### src/hdl/sm3_pkg.sv
// Shared types, constants and helper functions of the SM3 hash engine.
// Depends on nothing; every other file but the checker imports it.
package sm3_pkg;

  localparam int WordW  = 32;
  localparam int BlkWords = 16;
  localparam int CfgIdxW = 3;

  // Register indexes of the configuration port.
  localparam logic [CfgIdxW-1:0] REG_IV_MODE = 3'd0;
  localparam logic [CfgIdxW-1:0] REG_IV_AB   = 3'd1;
  localparam logic [CfgIdxW-1:0] REG_IV_CD   = 3'd2;
  localparam logic [CfgIdxW-1:0] REG_IV_EF   = 3'd3;
  localparam logic [CfgIdxW-1:0] REG_IV_GH   = 3'd4;
  localparam logic [CfgIdxW-1:0] REG_BIAS    = 3'd5;

  localparam logic [31:0] T_LOW  = 32'h79cc4519;
  localparam logic [31:0] T_HIGH = 32'h7a879d8a;
  localparam logic [7:0]  PAD_BYTE = 8'h80;

  localparam logic [7:0][31:0] STD_IV = {
    32'h7380166f, 32'h4914b2b9, 32'h172442d7, 32'hda8a0600,
    32'ha96f30bc, 32'h163138aa, 32'he38dee4d, 32'hb0fb0e4e
  };

  // A 512-bit block, word 0 first in message order.
  typedef logic [BlkWords-1:0][WordW-1:0] blk_t;

  // One unit of work for the compression core.
  typedef struct packed {
    blk_t blk;
    logic first;   // load the IV before compressing
    logic final_b; // emit the digest afterwards
  } job_t;

  function automatic logic [31:0] rotl(input logic [31:0] x, input logic [4:0] n);
    logic [63:0] t;
    t = {x, x} << n;
    return t[63:32];
  endfunction

  function automatic logic [31:0] perm0(input logic [31:0] x);
    return x ^ rotl(x, 5'd9) ^ rotl(x, 5'd17);
  endfunction

  function automatic logic [31:0] perm1(input logic [31:0] x);
    return x ^ rotl(x, 5'd15) ^ rotl(x, 5'd23);
  endfunction

endpackage

### src/hdl/sm3_core.sv
// Compression core: 64 SM3 rounds at one per cycle, then digest output for a final job.
// Uses sm3_pkg; takes jobs from sm3_job_fifo.
module sm3_core import sm3_pkg::*; (
  input  logic               clk,
  input  logic               rst,
  input  logic               q_empty,
  input  job_t               head,
  output logic               pop,
  input  logic               iv_mode,
  input  logic [3:0][63:0]   custom_iv,
  output logic               out_valid,
  input  logic               out_ready,
  output logic [63:0]        digest_part,
  output logic [1:0]         part_index,
  output logic               last_part
);

  typedef enum logic [2:0] {
    C_IDLE = 3'b001,
    C_RUN  = 3'b010,
    C_OUT  = 3'b100
  } cstate_t;

  cstate_t          state;
  logic [7:0][31:0] cv, iv;
  logic [31:0]      a, b, c, d, e, f, g, h;
  logic [15:0][31:0] w;
  logic [5:0]       round;
  logic             final_b;
  logic [1:0]       idx;
  logic [31:0]      a12, tj, ss1, ss2, ff, gg, tt1, tt2, w_new, e_new, sum1;

  // Selected initial value.
  always_comb begin
    for (int i = 0; i < 8; i++) begin
      iv[7 - i] = iv_mode ? custom_iv[3 - i / 2][(1 - i % 2) * 32 +: 32] : STD_IV[7 - i];
    end
  end

  // One compression round and one message expansion step.
  always_comb begin
    tj    = (round < 6'd16) ? T_LOW : T_HIGH;
    a12   = rotl(a, 5'd12);
    sum1  = a12 + e + rotl(tj, round[4:0]);
    ss1   = rotl(sum1, 5'd7);
    ss2   = ss1 ^ a12;
    ff    = (round < 6'd16) ? (a ^ b ^ c) : ((a & b) | (a & c) | (b & c));
    gg    = (round < 6'd16) ? (e ^ f ^ g) : ((e & f) | (~e & g));
    tt1   = ff + d + ss2 + (w[0] ^ w[4]);
    tt2   = gg + h + ss1 + w[0];
    e_new = perm0(tt2);
    w_new = perm1(w[0] ^ w[7] ^ rotl(w[13], 5'd15)) ^ rotl(w[3], 5'd7) ^ w[10];
  end

  assign pop         = (state == C_IDLE) && !q_empty;
  assign out_valid   = (state == C_OUT);
  assign part_index  = idx;
  assign last_part   = (idx == 2'd3);
  assign digest_part = {cv[{~idx, 1'b1}], cv[{~idx, 1'b0}]};

  // Sequencer, working registers and chaining value.
  always_ff @(posedge clk) begin
    if (rst) begin
      state <= C_IDLE;
      round <= '0;
      idx   <= '0;
    end else begin
      unique case (state)
        C_IDLE: begin
          if (!q_empty) begin
            state <= C_RUN;
            round <= '0;
          end
        end
        C_RUN: begin
          round <= round + 6'd1;
          if (round == 6'd63) state <= final_b ? C_OUT : C_IDLE;
        end
        C_OUT: begin
          if (out_ready) begin
            idx <= idx + 2'd1;
            if (idx == 2'd3) state <= C_IDLE;
          end
        end
        default: state <= C_IDLE;
      endcase
    end
    // Datapath registers need no reset.
    if (state == C_IDLE && !q_empty) begin
      final_b <= head.final_b;
      for (int k = 0; k < BlkWords; k++) w[k] <= head.blk[k];
      if (head.first) begin
        cv <= iv;
        {a, b, c, d, e, f, g, h} <= iv;
      end else begin
        {a, b, c, d, e, f, g, h} <= cv;
      end
    end else if (state == C_RUN) begin
      for (int k = 0; k < BlkWords - 1; k++) w[k] <= w[k + 1];
      w[15] <= w_new;
      a <= tt1;
      b <= a;
      c <= rotl(b, 5'd9);
      d <= c;
      e <= e_new;
      f <= e;
      g <= rotl(f, 5'd19);
      h <= g;
      if (round == 6'd63) begin
        cv <= cv ^ {tt1, a, rotl(b, 5'd9), c, e_new, e, rotl(f, 5'd19), g};
      end
    end
  end

endmodule

### config.mk
export PLATFORM = sky130hd
export DESIGN_NAME = sm3_core
export DESIGN_NICKNAME = d
export VERILOG_FILES = /design/src/hdl/sm3_pkg.sv /design/src/hdl/sm3_core.sv
export SDC_FILE = /design/constraint.sdc
export NUM_CORES = 2
export LEC_CHECK = 0
export ABC_AREA = 1
export BUFFER_PORTS_ARGS = -buffer_cell sky130_fd_sc_hd__clkbuf_2
export CAP_MARGIN = 10
export CORE_UTILIZATION = 50
export DETAILED_ROUTE_END_ITERATION = 6
export PLACE_DENSITY = 0.7
export SETUP_SLACK_MARGIN = 0.5
export SLEW_MARGIN = 20
export SYNTH_ARGS = -nofsm -noshare
export SYNTH_HDL_FRONTEND = slang
export SYNTH_SLANG_ARGS = --single-unit
### constraint.sdc
create_clock -name clk -period 51.4 [get_ports clk]
set_input_delay 2.57 -clock clk [delete_from_list [all_inputs] [get_ports clk]]
set_output_delay 2.57 -clock clk [all_outputs]
set_load 0.01 [all_outputs]
After elaboration in Yosys (flattened, before gate mapping)
Cells that the tools add are included.
{"block": "classes", "addsub": 10, "order_cmp": 3, "n_eq_ne": 10, "shift": 1, "mux": 53, "n_bitwise": 25, "n_reduce_logical": 9}
{"cell": "$mux W32", "count": 36}
{"cell": "$mux W256", "count": 4}
{"cell": "$mux W512", "count": 2}
{"cell": "$xor A32 B32 Y32", "count": 14}
{"cell": "$add A32 B32 Y32", "count": 8}
{"cell": "$xor A256 B256 Y256", "count": 1}
{"cell": "$and A32 B32 Y32", "count": 5}
{"cell": "$bmux W32 S2", "count": 2}
{"cell": "$or A32 B32 Y32", "count": 3}
{"cell": "$shl A63 B5 Y64", "count": 1}
{"cell": "$not A32 Y32", "count": 1}
{"cell": "$mux W26", "count": 1}
{"cell": "$mux W3", "count": 5}
{"cell": "$pmux W6 S2", "count": 1}
{"cell": "$pmux W3 S3", "count": 1}
{"cell": "$lt A3 B4 Y1 const B", "count": 2}
{"cell": "$add A6 B1 Y6 const B", "count": 1}
{"cell": "$eq A6 B6 Y1 const B", "count": 1}
{"cell": "$lt A6 B5 Y1 const B", "count": 1}
{"cell": "$mux W6", "count": 1}
{"cell": "$ne A2 B1 Y1 const B", "count": 3}
{"cell": "$reduce_bool A2 Y1", "count": 3}
{"cell": "$ne A2 B2 Y1 const B", "count": 2}
{"cell": "$reduce_and A2 Y1", "count": 2}
{"cell": "other kinds (10)", "count": 10}
{"block": "word_totals", "reg_bits": 1036, "input_bits": 775, "output_inout_bits": 69}

Longest topological paths before layout
{"block": "logic_depth", "ltp_word": 13, "depth_mapped": 49, "depth_no_buf": 46}

Least setup slack after synthesis
Ideal clock, no wire load.
{"block": "synth_timing", "path_kind": "input to register", "startpoint": "in q_empty", "endpoint": "reg cv[0] (netlist bit), enable pin", "setup_ps": 1250, "arrival_time_ps": 39986, "t_required_ps": 50150, "setup_slack_ps": 10164, "stages": 6, "n_path_buf": 1, "path_cell_list": "nor2_2 -> inv_2 -> buf_2 -> nand2_1 -> inv_1 -> a211oi_1"}
{"block": "synth_via", "elab_chain_len": 4}
{"item": "start, declared", "line": "sm3_core.sv:6", "rtl": "input logic q_empty,"}
{"item": "$logic_not A1 Y1 *", "line": "sm3_core.sv:89", "rtl": "if (state == C_IDLE && !q_empty) begin"}
{"item": "$logic_and A1 B1 Y1 *", "line": "sm3_core.sv:89"}
{"item": "$ne A2 B2 Y1 (no source line) / $reduce_bool A2 Y1 (equally long branches)"}
{"item": "$reduce_and A3 Y1 (no source line) *"}
{"item": "end signal, assigned", "line": "sm3_core.sv:93", "rtl": "cv <= iv;"}
{"item": "end signal, assigned", "line": "sm3_core.sv:110", "rtl": "cv <= cv ^ {tt1, a, rotl(b, 5'd9), c, e_new, e, rotl(f, 5'd19), g};"}
{"item": "end, declared", "line": "sm3_core.sv:25", "rtl": "logic [7:0][31:0] cv, iv;"}
Every way passes the cells marked *; elsewhere a longest branch is shown, timed or not.
A chain may end at the register's enable or synchronous reset.

Worst setup path after layout
{"block": "layout_timing", "startpoint": "reg round[5]", "endpoint": "reg cv[245] (netlist bit) (data pin)"}
{"block": "layout_via", "elab_chain_len": 11}
{"item": "start, declared", "line": "sm3_core.sv:28", "rtl": "logic [5:0] round;"}
{"item": "start signal, assigned", "line": "sm3_core.sv:76", "rtl": "round <= round + 6'd1;"}
{"item": "$lt A6 B5 Y1 *", "line": "sm3_core.sv:42, sm3_core.sv:47"}
{"item": "$mux W26", "line": "sm3_core.sv:42", "rtl": "tj = (round < 6'd16) ? T_LOW : T_HIGH;"}
{"item": "$shl A63 B5 Y64", "line": "sm3_pkg.sv:38", "rtl": "t = {x, x} << n;"}
{"item": "$add A32 B32 Y32", "line": "sm3_core.sv:44", "rtl": "sum1 = a12 + e + rotl(tj, round[4:0]);"}
{"item": "$xor A32 B32 Y32", "line": "sm3_core.sv:46", "rtl": "ss2 = ss1 ^ a12;"}
{"item": "$add A32 B32 Y32 * (2 in series)", "line": "sm3_core.sv:49", "rtl": "tt1 = ff + d + ss2 + (w[0] ^ w[4]);"}
{"item": "$xor A256 B256 Y256 *", "line": "sm3_core.sv:110"}
{"item": "$mux W256 *", "line": "sm3_core.sv:109", "rtl": "if (round == 6'd63) begin"}
{"item": "$mux W256 *", "line": "sm3_core.sv:98", "rtl": "end else if (state == C_RUN) begin"}
{"item": "$mux W256 *", "line": "sm3_core.sv:89"}
Every way passes the cells marked *; elsewhere a longest branch is shown, timed or not. The select of a mux whose other input is x is not followed.

==> reports/qor.yml <==
status: "finished, violations left"
violations: "DRC"
nets: 9182
ys_seq_area_share_pct: 47.07
postCtsResizedCells: 0
ioPinCount: 844
firstDrtPassIters: 7
synthCells: 7467
worst_setup_path_start_kind: "register"
cts_tree: "yes"
min_path_type: "register to register"
r2r_cells: 35
period_needed_ps: 9589
postCtsHoldBufs: 0
grt_overflow: 0
postCtsSetupBuffers: 0
fmax_mhz: 104.3
drtAntennaViolNets: 0
wl_per_cell_microns: 32.51
crit_path_max_fanout: 40
grt_antenna_before_repair: 30
io_buffers: 843
slowest_stage: "xnor2_1"
syn_area_sq_mm: 0.06585
tightest_slew_ps: 1372
relSlewSlack_pct: 7.578
rsz0062_at_grt: "false"
hold_violations: 0
syn_to_final_growth_pct: 13.81
cp-end-kind: "register"
grt_first_pass_wirelength_microns: 435600
max_stage_delay_ps: 930
ys_ff_latch: 1036
syn_area_per_cell_sq_um: 8.819
synthArstFlopShare_pct: 0
rows: 132
clockRootBuffer: "clkbuf_16"
gp_congestion: 1.079
min_path_cells: 2
crit_type: "register to register"
place_hpwl_microns: 253600
ys.flop_type: "edfxtp_1"
final.setup_skew_ps: 74.16
start_util_pct: 50.60
syn_nets: 8530
cp_common_cell: "nand2_1"
fin_setup_tns_ps: 0
die_y_microns: 364.9
dr_total_vias: 62309
finalMaxSlewViolations: 0
drc_errors: 2
synth_cell_types: 57
clk_pin_slew_ps: 70
die_w_microns: 364.9
grt_usage_pct: 47.81
ctsLongestPathBuffers: 3
synth-edff-count: 1025
ys_warn_count: 0
critical_path_arrival_ps: 10110
cp.required_ps: 51920
vias_per_cell: 6.253
coreArea_sq_mm: 0.1301
grt_max_degree: 180
dieArea_sq_mm: 0.1332
drtIter0Drc: 11104
final_util_pct: 57.59
cts_sinks: 1036
drt_wl_total_microns: 323900
final_layout_size_suffix_gt1_share_pct: 13.87
clock_latency_ps: 800
fin_crit_sh_pct: 18.66
cts_buffers: 113
htreeDepth: 3
maxCapViolCount: 0
setup_viol: 0
grt_pass1_vias: 56849
[path summary, 6_finish.rpt]
path | startpoint | end | slack, ps
min | w[302] | w[270] | 500
max | round[5] | cv[245] | 41810
min reg2reg | w[302] | w[270] | 500
max reg2reg | round[5] | cv[245] | 41810
[sequential cells by signal, summed over array words and instances (netlist names)]
| register | flops |
|---|---|
| a | 32 |
| b | 32 |
| c | 32 |
| cv | 256 |
| d | 32 |
| e | 32 |
| f | 32 |
| final_b | 1 |
| g | 32 |
| h | 32 |
| part_index | 2 |
| round | 6 |
| state | 3 |
| w | 512 |
[worst max-delay path, delay by kind of cell, from the launching register on]
| kind | cells | cell delay, ps |
|---|---|---|
| fa+ha+maj | 7 | 3070 |
| simple gates | 15 | 2270 |
| buf+inv | 4 | 1280 |
| xor+xnor | 3 | 1230 |
| compound gates | 5 | 880 |
| flops | 1 | 390 |
| mux | 1 | 180 |
[stage by stage]
stage	hold slack, ps	setup WS [ps]	cell area, sq um	std cells
floorplan	487.4	10160	65850	7467
global placement	493.4	42060	71410	9744
detailed placement	494.0	42030	71410	9744
CTS	505.1	42030	74870	9947
global route	520.1	41490	74920	9952
finish	503.7	41810	74950	9965
[layout make-up]
type | instances | area [sq um]
Antenna cell | 16 | 40.04
Clock buffer | 151 | 3000
Clock inverter | 52 | 459.2
Fill cell | 11792 | 55190
Inverter | 555 | 2108
Multi-Input combinational cell | 5484 | 31200
Sequential cell | 1036 | 31000
Tap cell | 1742 | 2180
Timing Repair Buffer | 929 | 4962
[logic make-up after synthesis]
| family | count (synthesis) | synth area share (%) |
|---|---|---|
| AOI/OAI and AO/OA | 1400 | 12.30 |
| xor gates and xnor gates | 566 | 7.581 |
| adders and majority gates | 288 | 7.615 |
| buffers and inverters | 947 | 5.605 |
| DFF | 1036 | 47.07 |
| muxes | 25 | 0.3800 |
| and+or+nand+nor | 3205 | 19.44 |
[synthesized netlist by cell type (all sizes together), types with 28 or more instances]
| cell | instances | share of area [%] |
|---|---|---|
| o21ai | 661 | 5.0 |
| nor3 | 32 | 0.28 |
| nand3 | 377 | 2.9 |
| a21oi | 263 | 2.0 |
| xnor2 | 271 | 3.6 |
| edfxtp | 1025 | 47 |
| xor2 | 293 | 3.9 |
| o21a | 28 | 0.32 |
| fa | 188 | 5.7 |
| a22oi | 33 | 0.38 |
| nor2 | 326 | 1.9 |
| buf | 116 | 0.86 |
| ha | 100 | 1.9 |
| a31oi | 127 | 1.2 |
| nand2 | 2417 | 14 |
| clkbuf | 276 | 1.6 |
| a2bb2oi | 141 | 1.9 |
| o22ai | 109 | 1.0 |
| inv | 552 | 3.2 |
[cells in the final DEF (no fill, tap or decap), drive strengths merged, types with 188 or more instances in the layout]
cell,netlist,routed
clkbuf,276,993
inv,552,558
fa,188,188
o21ai,661,661
edfxtp,1025,1025
a21oi,263,263
nor2,326,326
nand3,377,377
xnor2,271,271
xor2,293,293
nand2,2417,2417
[metal layers]
layer | track usage (%) | wire, microns | up-vias
met5 | 0 | 122 | -
met4 | 40.95 | 34730 | 18
met3 | 17.84 | 46220 | 1225
met2 | 68.21 | 133800 | 5312
met1 | 56.86 | 109100 | 29315
li1 | - | - | 26439
Power is left out: the tool's default activity adds up to more than one toggle a clock period on the data nets, which glitch-free logic cannot reach.
