## src/hdl/sm3_pkg.sv

```systemverilog
// Shared types, constants and helper functions of the SM3 hash engine.
// Depends on nothing; every other file but the checker imports it.
package sm3_pkg;

  localparam int WordW  = 32;
  localparam int BlkWords = 16;
  localparam int CfgIdxW = 3;

  // Register indexes of the configuration port.
  localparam logic [CfgIdxW-1:0] REG_IV_MODE = 3'd0;
  localparam logic [CfgIdxW-1:0] REG_IV_AB   = 3'd1;
  localparam logic [CfgIdxW-1:0] REG_IV_CD   = 3'd2;
  localparam logic [CfgIdxW-1:0] REG_IV_EF   = 3'd3;
  localparam logic [CfgIdxW-1:0] REG_IV_GH   = 3'd4;
  localparam logic [CfgIdxW-1:0] REG_BIAS    = 3'd5;

  localparam logic [31:0] T_LOW  = 32'h79cc4519;
  localparam logic [31:0] T_HIGH = 32'h7a879d8a;
  localparam logic [7:0]  PAD_BYTE = 8'h80;

  localparam logic [7:0][31:0] STD_IV = {
    32'h7380166f, 32'h4914b2b9, 32'h172442d7, 32'hda8a0600,
    32'ha96f30bc, 32'h163138aa, 32'he38dee4d, 32'hb0fb0e4e
  };

  // A 512-bit block, word 0 first in message order.
  typedef logic [BlkWords-1:0][WordW-1:0] blk_t;

  // One unit of work for the compression core.
  typedef struct packed {
    blk_t blk;
    logic first;   // load the IV before compressing
    logic final_b; // emit the digest afterwards
  } job_t;

  function automatic logic [31:0] rotl(input logic [31:0] x, input logic [4:0] n);
    logic [63:0] t;
    t = {x, x} << n;
    return t[63:32];
  endfunction

  function automatic logic [31:0] perm0(input logic [31:0] x);
    return x ^ rotl(x, 5'd9) ^ rotl(x, 5'd17);
  endfunction

  function automatic logic [31:0] perm1(input logic [31:0] x);
    return x ^ rotl(x, 5'd15) ^ rotl(x, 5'd23);
  endfunction

endpackage

```

## src/hdl/sm3_job_fifo.sv

```systemverilog
// Two-entry job queue between the front end and the compression core.
// Uses sm3_pkg for the job type.
module sm3_job_fifo import sm3_pkg::*; (
  input  logic clk,
  input  logic rst,
  input  logic push,
  input  job_t push_job,
  output logic full,
  input  logic pop,
  output logic empty,
  output job_t head
);

  job_t       mem [2];
  logic       wr_ptr, rd_ptr;
  logic [1:0] count;

  assign full  = (count == 2'd2);
  assign empty = (count == 2'd0);
  assign head  = mem[rd_ptr];

  // Storage and pointers.
  always_ff @(posedge clk) begin
    if (push) mem[wr_ptr] <= push_job;
    if (rst) begin
      wr_ptr <= 1'b0;
      rd_ptr <= 1'b0;
      count  <= '0;
    end else begin
      if (push) wr_ptr <= ~wr_ptr;
      if (pop)  rd_ptr <= ~rd_ptr;
      count <= count + {1'b0, push} - {1'b0, pop};
    end
  end

endmodule

```

## config.mk

```make
export PLATFORM = sky130hd
export DESIGN_NAME = sm3_job_fifo
export DESIGN_NICKNAME = d
export VERILOG_FILES = /design/src/hdl/sm3_pkg.sv /design/src/hdl/sm3_job_fifo.sv
export SDC_FILE = /design/constraint.sdc
export NUM_CORES = 1
export LEC_CHECK = 0
export BUFFER_PORTS_ARGS = -buffer_cell sky130_fd_sc_hd__buf_2
export CAP_MARGIN = 5
export CORE_AREA = 2 2 408 410
export CTS_CLUSTER_SIZE = 25
export DETAILED_ROUTE_END_ITERATION = 16
export DIE_AREA = 0 0 410 412
export PLACE_DENSITY_LB_ADDON = 0.1
export SLEW_MARGIN = 15
export SYNTH_ARGS = -nofsm -noshare
export SYNTH_HDL_FRONTEND = slang
export SYNTH_SLANG_ARGS = --single-unit
```

## constraint.sdc

```tcl
create_clock -name clk -period 59.2 [get_ports clk]
set_clock_uncertainty 0.05 [all_clocks]
set_input_delay 11.84 -clock clk [delete_from_list [all_inputs] [get_ports clk]]
set_output_delay 11.84 -clock clk [all_outputs]
set_load 0.05 [all_outputs]
```

### After elaboration in Yosys (flattened, before gate mapping)

Memories as Yosys holds them, arrays and structs flattened. A register that Yosys moved wholly into a read port is not among the register bits.
Cells that the tools add are included.

* RAM bits: 1028
* input port bits: 518
* register bits: 4
* memories: 1
* bits in latches: 0
* memory bits (read-only): 0
* logic and storage cells: 14
* output and inout bits: 516

Memories
* mem: words 2, bits a word 514, rd ports 1, clocked after memory_dff 1, wr ports 1, RTL line sm3_job_fifo.sv:14 `job_t mem [2];`

* divide/modulo/power cells: 0
* add/sub/neg operators: 2
* reductions and logical operators: 1
* bitwise logic cells: 2
* equal/unequal tests: 1
* multiply operators: 0
* multiplexer cells: 4
* shift operators: 0
* order comparisons: 0

Operator list (count)
* $mux W1: 4
* $add A2 B1 Y2: 1
* $eq A2 B2 Y1 const B: 1
* $logic_not A2 Y1: 1
* $not A1 Y1: 2
* $sub A2 B1 Y2: 1

### Longest topological paths before layout

Gate-level depths: netlist (run 1).

* depth after elaboration: 3
* depth in mapped cells: 6
* mapped depth without buffers: 6

### Worst setup path before layout (run 1)

Ideal clock, no wire load.

* path kind: input to register
* from: input port push
* to: memory mem[0][0] (netlist name) (enable)
* buffers on the path: 0
* data arrival time: 33.876 ns
* required time: 57.685 ns
* stages on the path: 1
* library setup time: 1.465 ns
* path slack: 23.809 ns
* path through: nor2b_1

* word-level cells in the longest chain between the ends: 2

RTL lines
* from (decl): RTL line sm3_job_fifo.sv:6 `input logic push,`
* $mux W1: RTL line sm3_job_fifo.sv:24 `if (push) mem[wr_ptr] <= push_job;`
* $mux W1 (implied by the code): RTL line sm3_job_fifo.sv:24
* to (decl): RTL line sm3_job_fifo.sv:14

Every way passes these cells.

==> results of run 1 <==
## layer usage
layer / routed length [um] / global-route usage [%]
met4: 4100 / 5.13
met1: 39900 / 13.0
met2: 57200 / 22.4
met5: 450 / 0
met3: 11500 / 5.86
## synth_stat cells, types with 2 or more instances
cell type	n
edfxtp_1	1028
mux2_4	460
mux2_2	54
buf_6	32
buf_8	20
buf_2	5
dfxtp_1	5
nor2_1	5
nor2b_1	3
ha_1	2
inv_1	2
xnor2_1	2
## flip-flops by register name (all words and copies together), names as in the netlist, named ones only
register	flops
count	2
mem	1028
rd_ptr	1
wr_ptr	1
## cell type report
class / instances / share of cell area [%]
diodes: 18 / 0.0893
clock buffers: 150 / 6.18
clock inverters: 61 / 1.07
inverters: 2 / 0.0149
multi-input cells: 528 / 15.1
flip-flops and latches: 1033 / 61.4
well taps: 2189 / 5.43
repair buffers: 1055 / 10.7
## final timing paths
check | from | end | slack (ns) | depth (start not counted)
worst max-delay path | flop | head[401] | 41.96 | 6
worst min-delay path | rd_ptr | rd_ptr | 0.47 | 2
worst max register to register | wr_ptr | mem[0][420] | 54.85 | 5
worst min register to register | rd_ptr | rd_ptr | 0.47 | 2
## power by group through the flow
stage          clock network (mW)  logic (mW)  registers, mW
5_1_grt                     0.748       0.349          0.872
2_1_floorplan                   0       0.253          0.911
3_5_place_dp                    0       0.339          0.884
3_3_place_gp                    0       0.337          0.883
6_report                    0.693       0.333          0.868
4_1_cts                     0.720       0.340          0.869
## cell families after synthesis
logic type,Yosys count,synth area share (%)
flip-flops,1033,78.8
AND/OR/NAND/NOR,9,0.111
buffers and inverters,59,1.76
multiplexers,514,19.1
XOR/XNOR,3,0.102
adder cells (fa/ha/maj),2,0.0637
## metrics by stage
| step | setup slack [ns] | hold WS [ns] | cells | util (%) | total power [mW] |
|---|---|---|---|---|---|
| after global placement | 42.63 | 0.452 | 4807 | 28.4 | 1.22 |
| after detailed placement | 42.54 | 0.454 | 4807 | 28.4 | 1.22 |
| after floorplan | 23.81 | 0.430 | 1620 | - | 1.16 |
| after global routing | 41.58 | 0.522 | 5027 | 30.7 | 1.97 |
| final | 41.96 | 0.474 | 5036 | 30.7 | 1.89 |
| after CTS | 41.72 | 0.479 | 5018 | 30.7 | 1.93 |
## tightest hold or removal path: cells and delay by family, from the launching register on
kind | cells | cell delay [ns]
XOR/XNOR | 1 | 0.08
AND/OR/NAND/NOR | 1 | 0.08
flip-flops | 1 | 0.33
==> run_results.csv, run 1 <==
group,metric,value,unit
floorplanning,dieArea,169000,um^2
clock_network,hold_buffers,0,
global_routing,grt_pass1_wl,154000,um
global_routing,grt_max_degree,157,
placed_design,dp_hpwl,82100,um
power,power_leakage,19.4,nW
worst_setup_path,cp-start-kind,"flop",
clock_network,clkSinkCount,1033,
floorplanning,die_y,412,um
clock_network,clock_latency,0.71,ns
timing,timing.final.crit_share,29.1,%
worst_setup_path,crit_type,"flop to primary output",
yosys,synth_top_area_share,78.6,%
timing,timing.fmax,58.0,MHz
timing,hold_viol,0,
floorplanning,ios,1034,
routing,dr.pass1.iters,6,
routing,wl_per_cell,22.5,um
worst_setup_path,path_delay_family,"buffers and inverters",
timing,slew_headroom,24.2,%
timing,finalMaxSlewViolations,0,
min_path,hold_path_class,"flop to flop",
layout,regArea,31000,um^2
timing,worstMarginPinSlew,1.14,ns
power,clkPwrFrac,36.6,%
clock_network,cts_buffers,119,
worst_setup_path,crit_slowest_cell,"buf_4",
worst_setup_path,path_cells,"buf_4, buf_4, buf_4, buf_4, mux2_4, buf_2",
routing,routed_wl,113000,um
worst_setup_path,cp_max_fo,55,
routing,ant_nets,0,
power,p_sw_share,28.2,%
timing,setup_viol_count_final,0,
clock_network,cts_htree_levels,3,
timing,final.setup.tns,0,ns
timing,layout_min_cycle_time,17.24,ns
worst_setup_path,slowest_delay,0.89,ns
power,switchingPower,0.533,mW
layout,drive_gt1_share,60.7,%
floorplanning,core_area,164000,um^2
clock_network,postCtsSetupBuffers,0,
global_routing,grt_pass1_vias,21000,
flow_run,cap_viol_max_count,0,
clock_network,cts-root-buf,"clkbuf_16",
power,combPwrFrac,17.6,%
placed_design,dpl-instance-area,46700,um^2
placed_design,port_buffers,1033,
power,ir_drop,27.1,uV
floorplanning,rows,149,
clock_network,clk_pin_slew,0.05,ns
yosys,synth-seq-area-share,78.8,%
power,powerDensity,37.6,nW/um^2
layout,multi_input_area,7630,um^2
layout,layout_commonest_cell,"buf_2",
layout,final_nets,3259,
routing,via_count,19800,
routing,via_per_inst,3.93,
worst_setup_path,crit_top_cell,"buf_4",
yosys,postSynthAreaPerCell,24.3,um^2
yosys,synth_fp_nets,2140,
floorplanning,dieWidth,410,um
layout,layout_common_cells,"buf_2 (1,033), edfxtp_1 (1,028), mux2_4 (460)",
placed_design,routabilityCongestion,0.773,
yosys,synthTopCellsByArea,"edfxtp_1 (79%), mux2_4 (18%), mux2_2 (1.5%)",
yosys,ys_types,14,
yosys,synth-warning-count,0,
yosys,synth.cell_area,39300,um^2
yosys,ys.flop_type,"edfxtp_1",
routing,drc_errors,0,
clock_network,cts_resized,0,
clock_network,cts_buffer_depth,3,
worst_setup_path,arrival,5.35,ns
power,pwr-share-seq,45.8,%
status,status,"complete, no violations",
global_routing,track_usage,12.7,%
yosys,synth_edf_count,1028,
worst_setup_path,critPathCaptureType,"primary output",
yosys,yosysTopAreaCell,"edfxtp_1",
layout,n_fill_cell,16200,
yosys,async_reset_ff_share,0,%
layout,area_growth_syn_to_layout,28.4,%
floorplanning,start_util,23.9,%
timing,rsz0062_at_grt,"no",
layout,final_area,50400,um^2
power,internal-power,1.36,mW
global_routing,antenna_found_initial,90,
worst_setup_path,worst_ep_required_time,47.31,ns
global_routing,overflow,0,
clock_network,cts_tree,"built",
yosys,synth_cells,1620,
worst_setup_path,critical_path_buf_inv_count,5,
routing,drt_iter0_markers,891,
yosys,ys_ff_latch,1033,
Note: power is estimated with default switching activity, not from simulation.
==> run 2, diff against run 1 <==
--- a/config.mk
+++ b/config.mk
@@ -7,10 +7,10 @@
 export LEC_CHECK = 0
 export BUFFER_PORTS_ARGS = -buffer_cell sky130_fd_sc_hd__buf_2
 export CAP_MARGIN = 5
-export CORE_AREA = 2 2 408 410
+export CORE_AREA = 2 2 400 402
 export CTS_CLUSTER_SIZE = 25
 export DETAILED_ROUTE_END_ITERATION = 16
-export DIE_AREA = 0 0 410 412
+export DIE_AREA = 0 0 402 404
 export PLACE_DENSITY_LB_ADDON = 0.1
 export SLEW_MARGIN = 15
 export SYNTH_ARGS = -nofsm -noshare
==> constraint.sdc (replaced) <==
create_clock -name clk -period 14.4 [get_ports clk]
set_clock_uncertainty 0.05 [all_clocks]
set_input_delay 2.88 -clock clk [delete_from_list [all_inputs] [get_ports clk]]
set_output_delay 2.88 -clock clk [all_outputs]
set_load 0.05 [all_outputs]
==> run 2 against run 1 <==
Net effect:
- sequential power increased to 4.1 times the previous value
- combinational power increased to 4.1 times the previous value
- design area down 0.31%
- critical endpoint is now head[392]
==> run_results.csv, run 2 (synthesis gave the netlist of run 1 again) <==
group,metric,value,unit
routing,drt_iter0_markers,890,
layout,final_nets,3250,
floorplanning,die_y,404,um
global_routing,use_met1,14.3,%
timing,layout_min_cycle_time,7.47,ns
flow_run,cap_viol_max_count,0,
worst_setup_path,worst_ep_required_time,11.47,ns
timing,timing.fmax,134,MHz
global_routing,grt_max_degree,165,
clock_network,clk_pin_slew,0.06,ns
clock_network,cts_tree,"built",
timing,timing.final.crit_share,51.9,%
routing,dr.pass1.iters,5,
timing,finalMaxSlewViolations,0,
timing,worst_slack,6.93,ns
global_routing,grt_pass1_vias,21100,
timing,worstMarginPinSlew,1.28,ns
min_path,hold_path_class,"flop to flop",
floorplanning,ios,1034,
clock_network,postCtsSetupBuffers,0,
layout,n_fill_cell,15500,
global_routing,track_usage,13.9,%
worst_setup_path,crit_top_cell,"buf_4",
global_routing,grt_use_met2,24.4,%
worst_setup_path,path_delay_family,"buffers and inverters",
power,ir_drop,98.0,uV
layout,largest_reg_flops,1028,
timing,final.setup.tns,0,ns
clock_network,cts_resized,0,
worst_setup_path,cp-start-kind,"flop",
routing,drc_errors,0,
global_routing,grt_pass1_wl,160000,um
placed_design,dp_slack,7.52,ns
worst_setup_path,crit_slowest_cell,"dfxtp_4",
routing,via_per_inst,4.04,
placed_design,dp_hpwl,85200,um
worst_setup_path,cp_max_fo,93,
layout,drive_gt1_share,60.7,%
floorplanning,dieWidth,402,um
floorplanning,core_area,158000,um^2
placed_design,dp.cells,4682,
timing,setup_viol_count_final,0,
placed_design,routabilityCongestion,0.788,
worst_setup_path,reg2reg_depth,3,
power,powerDensity,154,nW/um^2
floorplanning,rows,146,
worst_setup_path,path_cells,"buf_4, buf_4, buf_12, mux2_4, buf_2",
clock_network,cts_htree_levels,3,
routing,via_count,19900,
layout,layout_commonest_cell,"buf_2",
worst_setup_path,critPathCaptureType,"primary output",
worst_setup_path,critical_path_buf_inv_count,4,
timing,hold_viol,0,
routing,ant_nets,0,
clock_network,clkSinkCount,1033,
timing,rsz0062_at_grt,"no",
clock_network,cts_buffers,118,
global_routing,top_usage_layer,"met2",
worst_setup_path,arrival,4.54,ns
placed_design,port_buffers,1033,
timing,whs,0.490,ns
clock_network,clock_latency,0.71,ns
clock_network,hold_buffers,0,
global_routing,antenna_found_initial,102,
layout,stdcell_count,4919,
clock_network,cts_buffer_depth,3,
floorplanning,start_util,24.9,%
status,status,"complete, no violations",
layout,layout_common_cells,"buf_2 (1,033), edfxtp_1 (1,028), mux2_4 (460)",
global_routing,overflow,0,
worst_setup_path,slowest_delay,0.89,ns
clock_network,cts-root-buf,"clkbuf_16",
routing,routed_wl,118000,um
power,power_leakage,19.3,nW
layout,top_regs,"mem: 1028 flops, count: 2 flops",
worst_setup_path,crit_cells,5,
timing,slew_headroom,14.9,%
global_routing,met3_usage,6.11,%
floorplanning,dieArea,162000,um^2
worst_setup_path,crit_type,"flop to primary output",
layout,area_growth_syn_to_layout,28.0,%
routing,wl_per_cell,23.9,um
min_path,hold_depth,2,
layout,regMostFlops,"mem",
[run 2: metrics by stage]
| stage | power, mW | util, % | cell area, um^2 |
|---|---|---|---|
| after global placement | 5.03 | 29.5 | 46600 |
| after global routing | 8.07 | 31.8 | 50200 |
| final | 7.76 | 31.9 | 50300 |
| after CTS | 7.91 | 31.8 | 50200 |
| after detailed placement | 5.04 | 29.5 | 46600 |
| after floorplan | 4.70 | - | 39300 |
[run 2: where the power goes]
group / internal [mW] / switching, mW
registers: 3.52 / 0.0547
clock network: 1.62 / 1.19
logic: 0.419 / 0.960
total: 5.56 / 2.21
[run 2: worst reg2reg max path: stages (launching register included)]
cell,delay (ns)
dfxtp_1,0.41
and2_4,0.60
buf_4,0.89
buf_12,0.61
[run 2: area by class of cell]
type	instances	area [um^2]	share of cell area [%]
Tap cell	2072	2590	5.16
Clock inverter	60	510	1.02
Sequential cell	1033	31000	61.6
Timing Repair Buffer	1047	5390	10.7
Multi-Input combinational cell	528	7630	15.2
Antenna cell	24	60.1	0.119
Inverter	2	7.51	0.0149
Clock buffer	153	3110	6.18
[run 2: per-layer routing]
| metal | vias up | part of all wire (%) |
|---|---|---|
| met1 | 9878 | 35 |
| met2 | 837 | 51 |
| met5 | - | 0.47 |
| met4 | 86 | 3.8 |
| li1 | 8766 | - |
| met3 | 314 | 9.7 |
[run 2: path summary, 6_finish.rpt]
| kind | start | slack, ns | to |
|---|---|---|---|
| setup / recovery | flop | 6.93 | head[392] |
| hold / removal | rd_ptr | 0.49 | rd_ptr |
| setup reg to reg | wr_ptr | 11.08 | mem[1][387] |
| hold reg to reg | rd_ptr | 0.49 | rd_ptr |
==> run 3, diff against run 2 <==
==> constraint.sdc (replaced) <==
create_clock -name clk -period 6.2 [get_ports clk]
set_clock_uncertainty 0.05 [all_clocks]
set_input_delay 1.24 -clock clk [delete_from_list [all_inputs] [get_ports clk]]
set_output_delay 1.24 -clock clk [all_outputs]
set_load 0.05 [all_outputs]
==> run 3 against run 2 <==
Net effect:
- die area unchanged
- hold slack worse by 0.035 ns
- final cell count up 0.61%
- design area up 0.82%
- setup slack worse by 5.0 ns
- utilization up 0.26 points
- clock power up 140%
- via count up 0.22%
==> run_results.csv, run 3 (synthesis gave the netlist of run 1 again) <==
group,metric,value,unit
routing,drt_iter0_markers,982,
timing,worstMarginPinSlew,0.873,ns
clock_network,cts_buffer_depth,3,
routing,via_per_inst,4.03,
placed_design,routabilityCongestion,0.783,
floorplanning,dieArea,162000,um^2
clock_network,cts_tree,"built",
layout,layout_commonest_cell,"buf_2",
floorplanning,dieWidth,402,um
power,ir_drop,249,uV
floorplanning,die_y,404,um
routing,dr.pass1.iters,5,
min_path,hold_depth,2,
worst_setup_path,r2r_end,"mem[1][1]",
layout,fin_util,32.1,%
worst_setup_path,reg2reg_from,"wr_ptr",
layout,n_fill_cell,15500,
clock_network,clk_pin_slew,0.06,ns
layout,final_nets,3274,
placed_design,dpl-instance-area,46800,um^2
global_routing,antenna_found_initial,105,
floorplanning,start_util,24.9,%
layout,final_area,50700,um^2
layout,largest_reg_flops,1028,
global_routing,grt_pass1_wl,159000,um
timing,setup_viol_count_final,0,
floorplanning,core_area,158000,um^2
min_path,holdCritStartpoint,"rd_ptr",
worst_setup_path,worst_ep_required_time,4.91,ns
timing,timing.fmax,232,MHz
worst_setup_path,reg2reg_depth,2,
clock_network,clock_latency,0.73,ns
clock_network,cts_htree_levels,3,
worst_setup_path,r2r_setup_slack,3.76,ns
clock_network,hold_buffers,0,
floorplanning,rows,146,
routing,routed_wl,116000,um
layout,multi_input_area,7630,um^2
global_routing,grt_pass1_vias,21400,
power,power_leakage,19.6,nW
clock_network,cts_buffers,117,
worst_setup_path,crit_slowest_cell,"dfxtp_4",
flow_run,cap_viol_max_count,0,
global_routing,overflow,0,
timing,timing.final.crit_share,69.4,%
placed_design,dp_hpwl,85100,um
layout,area_growth_syn_to_layout,29.0,%
worst_setup_path,arrival,3.01,ns
worst_setup_path,cp_max_fo,46,
routing,drc_errors,0,
clock_network,cts-root-buf,"clkbuf_16",
timing,hold_viol,0,
worst_setup_path,path_cells,"buf_4, mux2_2, buf_2",
clock_network,cts_resized,0,
power,powerDensity,362,nW/um^2
timing,slew_headroom,41.8,%
timing,layout_min_cycle_time,4.30,ns
layout,layout_common_cells,"buf_2 (1,033), edfxtp_1 (1,028), mux2_4 (460)",
timing,whs,0.455,ns
clock_network,postCtsSetupBuffers,0,
worst_setup_path,slowest_delay,0.82,ns
routing,ant_nets,0,
global_routing,grt_max_degree,120,
layout,regMostFlops,"mem",
layout,drive_gt1_share,61.5,%
min_path,hold_path_class,"flop to flop",
status,status,"complete, no violations",
layout,regArea,31000,um^2
timing,finalMaxSlewViolations,0,
floorplanning,ios,1034,
timing,rsz0062_at_grt,"no",
global_routing,track_usage,13.8,%
timing,final.setup.tns,0,ns
clock_network,clkSinkCount,1033,
worst_setup_path,critPathCaptureType,"primary output",
worst_setup_path,crit_type,"flop to primary output",
layout,top_regs,"mem: 1028 flops, count: 2 flops",
worst_setup_path,cp-start-kind,"flop",
routing,wl_per_cell,23.5,um
placed_design,port_buffers,1033,
routing,via_count,19900,
-- run 3: cell types whose count changed in the layout (fill, tap and decap cells not counted) --
cell	previous run	this run
clkinv_4	2	4
buf_4	5	28
clkbuf_1	34	28
bufinv_16	6	12
clkinv_2	16	21
clkbuf_16	119	118
buf_12	9	11
clkinv_16	2	3
inv_16	2	1
inv_6	1	5
clkinv_1	29	24
-- run 3: area by class of cell --
cell class | count | area share (%)
inverters | 2 | 0.0148
well taps | 2072 | 5.11
clock buffers | 146 | 6.03
flip-flops and latches | 1033 | 61.1
diodes | 24 | 0.118
clock inverters | 72 | 1.50
repair buffers | 1072 | 11.0
multi-input cells | 528 | 15.1
-- run 3: per-layer routing --
layer | GRT usage [%] | wire, um | share of wire, %
met2 | 24.1 | 58600 | 50
met3 | 6.57 | 12100 | 10
met4 | 4.87 | 3710 | 3.2
met1 | 14.3 | 41400 | 36
met5 | 0 | 478 | 0.41
-- run 3: power breakdown --
| group | internal (mW) | total (mW) | switching, mW | leakage (nW) |
|---|---|---|---|---|
| registers | 8.17 | 8.28 | 0.116 | 9.69 |
| clock network | 4.00 | 6.84 | 2.84 | 1.86 |
| logic | 0.974 | 3.22 | 2.25 | 8.02 |
| total | 13.1 | 18.3 | 5.20 | 19.6 |
-- run 3: worst max-delay path: cells and delay by family, from the launching register on --
family | cells | cell delay, ns
buf+inv | 2 | 1.00
flops | 1 | 0.82
mux | 1 | 0.41
-- run 3: worst max path at each step --
stage	endpoint	slack (ns)	depth (start not counted)
2_1_floorplan	mem[0][0]	-3.20	1
3_3_place_gp	head[2]	2.62	3
3_5_place_dp	head[2]	2.58	3
4_1_cts	head[2]	1.73	3
5_1_grt	head[2]	1.71	3
6_report	head[2]	1.90	3
-- run 3: metrics by stage --
step / total power [mW] / worst slack, ns / cells
floorplan: 10.9 / -3.20 / 1620
global placement: 11.7 / 2.62 / 4707
detailed placement: 11.7 / 2.58 / 4707
CTS: 18.7 / 1.73 / 4925
global route: 19.1 / 1.71 / 4938
finish: 18.3 / 1.90 / 4949
